`src/efcm_pkg.sv`:
```
// Package for the echogram false-color mapper: theme stop tables and helpers.
// No dependencies.
`default_nettype none
package efcm_pkg;
	localparam int NumThemes = 10;
	localparam int MaxStops = 11;

	typedef logic [3:0] stop_idx_t;
	typedef logic [7:0] byte_t;

	typedef struct packed {
		byte_t l0;
		byte_t l1;
		byte_t r0;
		byte_t g0;
		byte_t b0;
		byte_t r1;
		byte_t g1;
		byte_t b1;
	} seg_t;

	function automatic logic [3:0] stop_count(input logic [3:0] th);
		case (th)
			4'd0: stop_count = 4'd5;
			4'd1: stop_count = 4'd4;
			4'd2: stop_count = 4'd8;
			4'd3: stop_count = 4'd6;
			4'd4: stop_count = 4'd3;
			4'd5: stop_count = 4'd3;
			4'd6: stop_count = 4'd11;
			4'd7: stop_count = 4'd9;
			4'd8: stop_count = 4'd10;
			4'd9: stop_count = 4'd10;
			default: stop_count = 4'd5;
		endcase
	endfunction

	function automatic byte_t stop_level(input logic [3:0] th, input stop_idx_t k);
		logic [87:0] row;
		case (th)
			4'd1: row = {8'd0, 8'd0, 8'd0, 8'd0, 8'd0, 8'd0, 8'd0, 8'd255, 8'd130,
				8'd30, 8'd0};
			4'd2: row = {8'd0, 8'd0, 8'd0, 8'd255, 8'd200, 8'd140, 8'd92, 8'd52, 8'd26,
				8'd12, 8'd0};
			4'd3: row = {8'd0, 8'd0, 8'd0, 8'd0, 8'd0, 8'd255, 8'd150, 8'd120, 8'd80,
				8'd30, 8'd0};
			4'd4, 4'd5: row = {8'd0, 8'd0, 8'd0, 8'd0, 8'd0, 8'd0, 8'd0, 8'd0, 8'd255,
				8'd150, 8'd0};
			4'd6: row = {8'd255, 8'd235, 8'd210, 8'd185, 8'd150, 8'd120, 8'd90, 8'd60,
				8'd36, 8'd18, 8'd0};
			4'd7: row = {8'd0, 8'd0, 8'd255, 8'd235, 8'd210, 8'd170, 8'd130, 8'd95,
				8'd60, 8'd30, 8'd0};
			4'd8: row = {8'd0, 8'd255, 8'd220, 8'd190, 8'd160, 8'd130, 8'd100, 8'd70,
				8'd45, 8'd20, 8'd0};
			4'd9: row = {8'd0, 8'd255, 8'd224, 8'd196, 8'd168, 8'd140, 8'd112, 8'd84,
				8'd56, 8'd28, 8'd0};
			default: row = {8'd0, 8'd0, 8'd0, 8'd0, 8'd0, 8'd0, 8'd255, 8'd220, 8'd130,
				8'd30, 8'd0};
		endcase
		stop_level = (k < 4'd11) ? row[k*8 +: 8] : 8'd0;
	endfunction

	function automatic logic [23:0] stop_rgb(input logic [3:0] th, input stop_idx_t k);
		logic [263:0] row;
		case (th)
			4'd1: row = {168'd0, 24'hFFFFDC, 24'hE6C864, 24'h32320A, 24'h000000};
			4'd2: row = {72'd0, 24'hFFE8A0, 24'hF5AF46, 24'hD2690F, 24'h96460A,
				24'h5F2300, 24'h371200, 24'h1C0A00, 24'h000000};
			4'd3: row = {120'd0, 24'hFFFFFF, 24'hFF3214, 24'h14E61E, 24'h001E96,
				24'h280050, 24'h000000};
			4'd4: row = {192'd0, 24'hE6FFFF, 24'hBEC8C8, 24'h000000};
			4'd5: row = {192'd0, 24'h000000, 24'h464646, 24'hE6FFFF};
			4'd6: row = {24'hFFFFFF, 24'hFF2828, 24'hFF7800, 24'hDCFF00, 24'h00FF50,
				24'h00FFC8, 24'h00C8FF, 24'h005AFF, 24'h2800C8, 24'h140078, 24'h000028};
			4'd7: row = {48'd0, 24'hFFFFFF, 24'hE6FFFF, 24'hAAFFFF, 24'h50FFE6,
				24'h00F0FF, 24'h00B4FF, 24'h0064E6, 24'h002896, 24'h000046};
			4'd8: row = {24'd0, 24'hFFFFFF, 24'hFFFF50, 24'hC8FF00, 24'h78FF00,
				24'h00FF00, 24'h00DC00, 24'h00A000, 24'h006400, 24'h003200, 24'h000000};
			4'd9: row = {24'd0, 24'hFFB31A, 24'hE69933, 24'hCC804D, 24'hB36666,
				24'h994D80, 24'h803399, 24'h6633B3, 24'h4D4DCC, 24'h3366E6, 24'h3380FF};
			default: row = {144'd0, 24'hFFFFFF, 24'hBEF0FA, 24'h32B4E6, 24'h140550,
				24'h000000};
		endcase
		stop_rgb = (k < 4'd11) ? row[k*24 +: 24] : 24'd0;
	endfunction
endpackage
`default_nettype wire

```
`src/efcm_remap.sv`:
```
// Window-level remap: intensity to palette index over four stages.
// Depends on efcm_pkg.
`default_nettype none
module efcm_remap import efcm_pkg::*; (
	input  wire logic       clk,
	input  wire logic       arst_n,
	input  wire logic       in_vld,
	input  wire logic [7:0] intensity,
	input  wire logic [6:0] low_level,
	input  wire logic [6:0] high_level,
	output logic            out_vld,
	output logic [7:0]      idx
);
	logic        vld_s1, vld_s2, vld_s3, vld_s4;
	logic signed [9:0]  d_s1;
	logic [6:0]  span_s1;
	logic        step_s1;
	logic signed [16:0] num_s2;
	logic [6:0]  span_s2;
	logic        step_s2;
	logic [15:0] rem_s3;
	logic [3:0]  qhi_s3;
	logic [6:0]  span_s3;
	logic        sat_s3;
	logic [7:0]  sat_val_s3;
	logic [7:0]  idx_s4;

	logic [9:0]  five_low;
	logic [8:0]  offset;
	logic [15:0] nmag;
	logic [15:0] rem_a;
	logic [3:0]  q_a;
	logic [15:0] rem_b;
	logic [3:0]  q_b;

	assign five_low = {1'b0, low_level, 2'b0} + {3'b0, low_level};
	assign offset   = five_low[9:1];

	always_ff @(posedge clk) begin
		d_s1    <= $signed({2'b0, intensity}) - $signed({1'b0, offset});
		span_s1 <= high_level - low_level;
		step_s1 <= high_level <= low_level;
		num_s2  <= d_s1 * 8'sd100;
		span_s2 <= span_s1;
		step_s2 <= step_s1;
	end

	assign nmag = num_s2[16] ? 16'd0 : num_s2[15:0];

	always_comb begin
		rem_a = nmag;
		q_a   = '0;
		for (int i = 3; i >= 0; i--) begin
			if (rem_a >= ({9'd0, span_s2} << (i + 4))) begin
				rem_a  = rem_a - ({9'd0, span_s2} << (i + 4));
				q_a[i] = 1'b1;
			end
		end
	end

	always_ff @(posedge clk) begin
		rem_s3  <= rem_a;
		qhi_s3  <= q_a;
		span_s3 <= span_s2;
		if (step_s2) begin
			sat_s3     <= 1'b1;
			sat_val_s3 <= (num_s2 > 17'sd0) ? 8'd255 : 8'd0;
		end else if (num_s2[16]) begin
			sat_s3     <= 1'b1;
			sat_val_s3 <= 8'd0;
		end else if (nmag >= {1'b0, span_s2, 8'd0}) begin
			sat_s3     <= 1'b1;
			sat_val_s3 <= 8'd255;
		end else begin
			sat_s3     <= 1'b0;
			sat_val_s3 <= 8'd0;
		end
	end

	always_comb begin
		rem_b = rem_s3;
		q_b   = '0;
		for (int i = 3; i >= 0; i--) begin
			if (rem_b >= ({9'd0, span_s3} << i)) begin
				rem_b  = rem_b - ({9'd0, span_s3} << i);
				q_b[i] = 1'b1;
			end
		end
	end

	always_ff @(posedge clk) begin
		idx_s4 <= sat_s3 ? sat_val_s3 : {qhi_s3, q_b};
	end

	always_ff @(posedge clk or negedge arst_n) begin
		if (!arst_n) begin
			vld_s1 <= 1'b0;
			vld_s2 <= 1'b0;
			vld_s3 <= 1'b0;
			vld_s4 <= 1'b0;
		end else begin
			vld_s1 <= in_vld;
			vld_s2 <= vld_s1;
			vld_s3 <= vld_s2;
			vld_s4 <= vld_s3;
		end
	end

	assign out_vld = vld_s4;
	assign idx     = idx_s4;
endmodule
`default_nettype wire

```
`config.mk`:
```
export PLATFORM = sky130hd
export DESIGN_NAME = efcm_remap
export DESIGN_NICKNAME = d
export VERILOG_FILES = /design/src/efcm_pkg.sv /design/src/efcm_remap.sv
export SDC_FILE = /design/constraint.sdc
export NUM_CORES = 1
export LEC_CHECK = 0
export ABC_AREA = 1
export BUFFER_PORTS_ARGS = -buffer_cell sky130_fd_sc_hd__buf_4
export CORE_MARGIN = 3
export CORE_UTILIZATION = 30
export CTS_BUF_LIST = sky130_fd_sc_hd__clkbuf_16
export CTS_CLUSTER_SIZE = 40
export DETAILED_ROUTE_END_ITERATION = 16
export SLEW_MARGIN = 5
export SYNTH_ARGS = -nofsm -noshare
export SYNTH_HDL_FRONTEND = slang
export SYNTH_SLANG_ARGS = --single-unit
```
`constraint.sdc`:
```
create_clock -name clk -period 12.3 [get_ports clk]
set_input_delay 1.845 -clock clk [delete_from_list [all_inputs] [get_ports clk]]
set_output_delay 1.845 -clock clk [all_outputs]
set_load 0.005 [all_outputs]
```
==> impl_metrics.json <==
{
  "worstMarginPinSlew_ps": 502.5,
  "critical_path_arrival_ps": 8760,
  "layout_common_cells": "nand2_1 (284), inv_1 (204), ha_1 (108)",
  "hp-start": "span_s1[4]",
  "grt_max_degree": 17,
  "viasPerCell": 4.651,
  "skew_ps": 9.817,
  "ant_nets": 0,
  "yosysUniqueCellTypes": 45,
  "drive_gt1_share_pct": 9.408,
  "final_max_slew_viol_count": 0,
  "wl_per_cell_um": 12.05,
  "track_usage_pct": 13.65,
  "setup_violations": 0,
  "rr_startpoint": "span_s3[1]",
  "die_area_sq_um": 28910,
  "drt_pass1_iterations": 5,
  "cts_tree": "done",
  "die_y_um": 170.0,
  "diodes": 0,
  "nets": 1379,
  "placementRows": 59,
  "holdWs_ps": 322.7,
  "cts_max_path_buffers": 2,
  "cp_slowest_cell": "dfxtp_1",
  "cts_hold_buffers": 0,
  "clock_sink_count": 80,
  "ctsRootBufferMaster": "clkbuf_16",
  "final_common_cell": "nand2_1",
  "hpwl_um": 16180,
  "endpoint_kind": "flop",
  "crit_buf_inv": 7,
  "yosys_warnings": 0,
  "period_needed_ps": 8524,
  "cts_setup_buffers": 0,
  "r2r_end": "idx[0]",
  "initial_core_util_pct": 30.72,
  "synth_seq_cells": 80,
  "min_to": "span_s2[4]",
  "path_class": "flop to flop",
  "pin_count": 34,
  "whs_path_depth": 0,
  "gp_congestion": 0.9265,
  "utilization_pct": 34.28,
  "grt_overflow": 0,
  "hold_viol_final": 0,
  "core-area_sq_um": 26280,
  "critPathTopFamily": "simple AND/OR/NAND/NOR gates",
  "rr_worst_depth": 50,
  "rsz0062_at_grt": "false",
  "cts_buffers": 9,
  "max_freq_mhz": 117.3,
  "timing.reg2reg.setup_slack_ps": 3780,
  "cp.required_ps": 12530,
  "clkLatencyLatePin_ps": 350,
  "vias": 7293,
  "syn-num-nets": 1342,
  "synthesis.area_sq_um": 8073,
  "setup-tns-final_ps": 0,
  "crit_path_start_kind": "flop",
  "cts.clk_slew.worst_paths_ps": 60,
  "htree_levels": 3,
  "die-width_um": 170.0,
  "drt-total-wl_um": 18900,
  "synth-seq-area-share_pct": 20.09,
  "crit_top_cell": "nand2_1",
  "grt_pass1_wl_um": 32570,
  "syn_area_per_cell_sq_um": 6.778,
  "dpl_worst_slack_ps": 3793,
  "route.detailed.drc": 0,
  "cp_slowest_stage_delay_ps": 460,
  "grt_pass1_vias": 6993,
  "io_buffers": 33,
  "area_growth_pct": 11.59,
  "postLayoutSetupSlackWorst_ps": 3776,
  "slew_headroom_pct": 66.45,
  "drv_cap": 0,
  "antenna_found_initial": 0,
  "post_cts_resized": 0,
  "path_max_fanout": 13,
  "synth_cells": 1191,
  "period_share_pct": 69.30,
  "hold_class": "flop to flop",
  "drtIter0Drc": 454,
  "outcome": "finished clean"
}
-- cell type report --
class                           instances  area (sq um)
Clock buffer                           10         250.2
Clock inverter                          6         63.81
Fill cell                            2843         17270
Inverter                              215         807.0
Multi-Input combinational cell        889          5599
Sequential cell                        80          1622
Tap cell                              335         419.2
Timing Repair Buffer                   33         247.7
-- worst register-to-register path, delay by kind of cell, from the launching register on --
family | cells | cell delay [ps]
simple gates | 32 | 4050
compound gates | 7 | 1440
fa+ha+maj | 4 | 1400
buf+inv | 7 | 1080
flops | 1 | 460
-- worst max-delay path by stage --
stage / to / start / cells past startpoint / slack (ps)
4_1_cts: idx[0] / span_s3[1] / 50 / 3770
5_1_grt: idx[0] / span_s3[1] / 50 / 2760
3_5_place_dp: idx[0] / span_s3[1] / 50 / 3790
2_1_floorplan: idx[0] / span_s3[1] / 53 / 5250
6_report: idx[0] / span_s3[1] / 50 / 3780
3_3_place_gp: idx[0] / span_s3[1] / 50 / 3810
-- routing by layer --
layer / share of wire, % / global-route usage [%] / vias to the layer above / routed length, um
li1: - / - / 3882 / -
met1: 45 / 17.08 / 3243 / 8548
met2: 48 / 24.10 / 146 / 9078
met3: 4.7 / 2.764 / 22 / 888
met4: 2.0 / 3.245 / 0 / 386
met5: 0 / 0 / - / 0
-- synthesized netlist by cell type (all sizes together) --
cell type | number | share of area [%]
o22ai | 1 | 0.078
o2111ai | 2 | 0.22
dfxtp | 76 | 19
nand3 | 101 | 6.9
a31oi | 4 | 0.31
or2 | 7 | 0.54
o21ai | 70 | 4.3
xor2 | 45 | 4.9
a221o | 1 | 0.12
nor2 | 103 | 6.0
a21oi | 60 | 3.8
a211oi | 1 | 0.093
inv | 213 | 9.9
a21o | 4 | 0.37
and3 | 1 | 0.078
fa | 18 | 4.5
nor4 | 4 | 0.31
o311ai | 1 | 0.11
nor4b | 1 | 0.11
o21bai | 5 | 0.47
nand4 | 12 | 1.0
o211ai | 1 | 0.093
nand2 | 310 | 16
and2 | 2 | 0.15
o21ba | 1 | 0.12
buf | 3 | 0.37
clkbuf | 4 | 0.19
xnor2 | 14 | 1.5
nor3 | 6 | 0.37
ha | 108 | 17
nand3b | 6 | 0.56
clkinv | 2 | 0.093
dfrtp | 4 | 1.2
-- kinds of logic (layout without fill, tap and decap cells) --
logic type	after synthesis	after routing	share of synthesized area, %
and+or+nand+nor	553	553	31.62
buffers and inverters	222	264	10.55
AOI/OAI and AO/OA	151	151	10.14
adders and majority gates	126	126	21.20
DFF	80	80	20.09
xor gates and xnor gates	59	59	6.401
-- state kept, by name, summed over array words and instances (netlist names) --
| register | cells |
|---|---|
| num_s2 | 15 |
| rem_s3 | 14 |
| d_s1 | 10 |
| idx | 8 |
| span_s1 | 7 |
| span_s2 | 7 |
| span_s3 | 7 |
| qhi_s3 | 4 |
| out_vld | 1 |
| sat_s3 | 1 |
| sat_val_s3 | 1 |
| step_s1 | 1 |
| step_s2 | 1 |
| vld_s1 | 1 |
| vld_s2 | 1 |
| vld_s3 | 1 |
-- per-stage QoR --
step	instance area, sq um	instances
floorplan	8073	1191
global placement	8695	1552
detailed placement	8695	1552
CTS	9009	1568
global route	9009	1568
finish	9009	1568
Power is not shown: default switching activity piles up to over one toggle a cycle in this logic, so the estimate is an artifact.
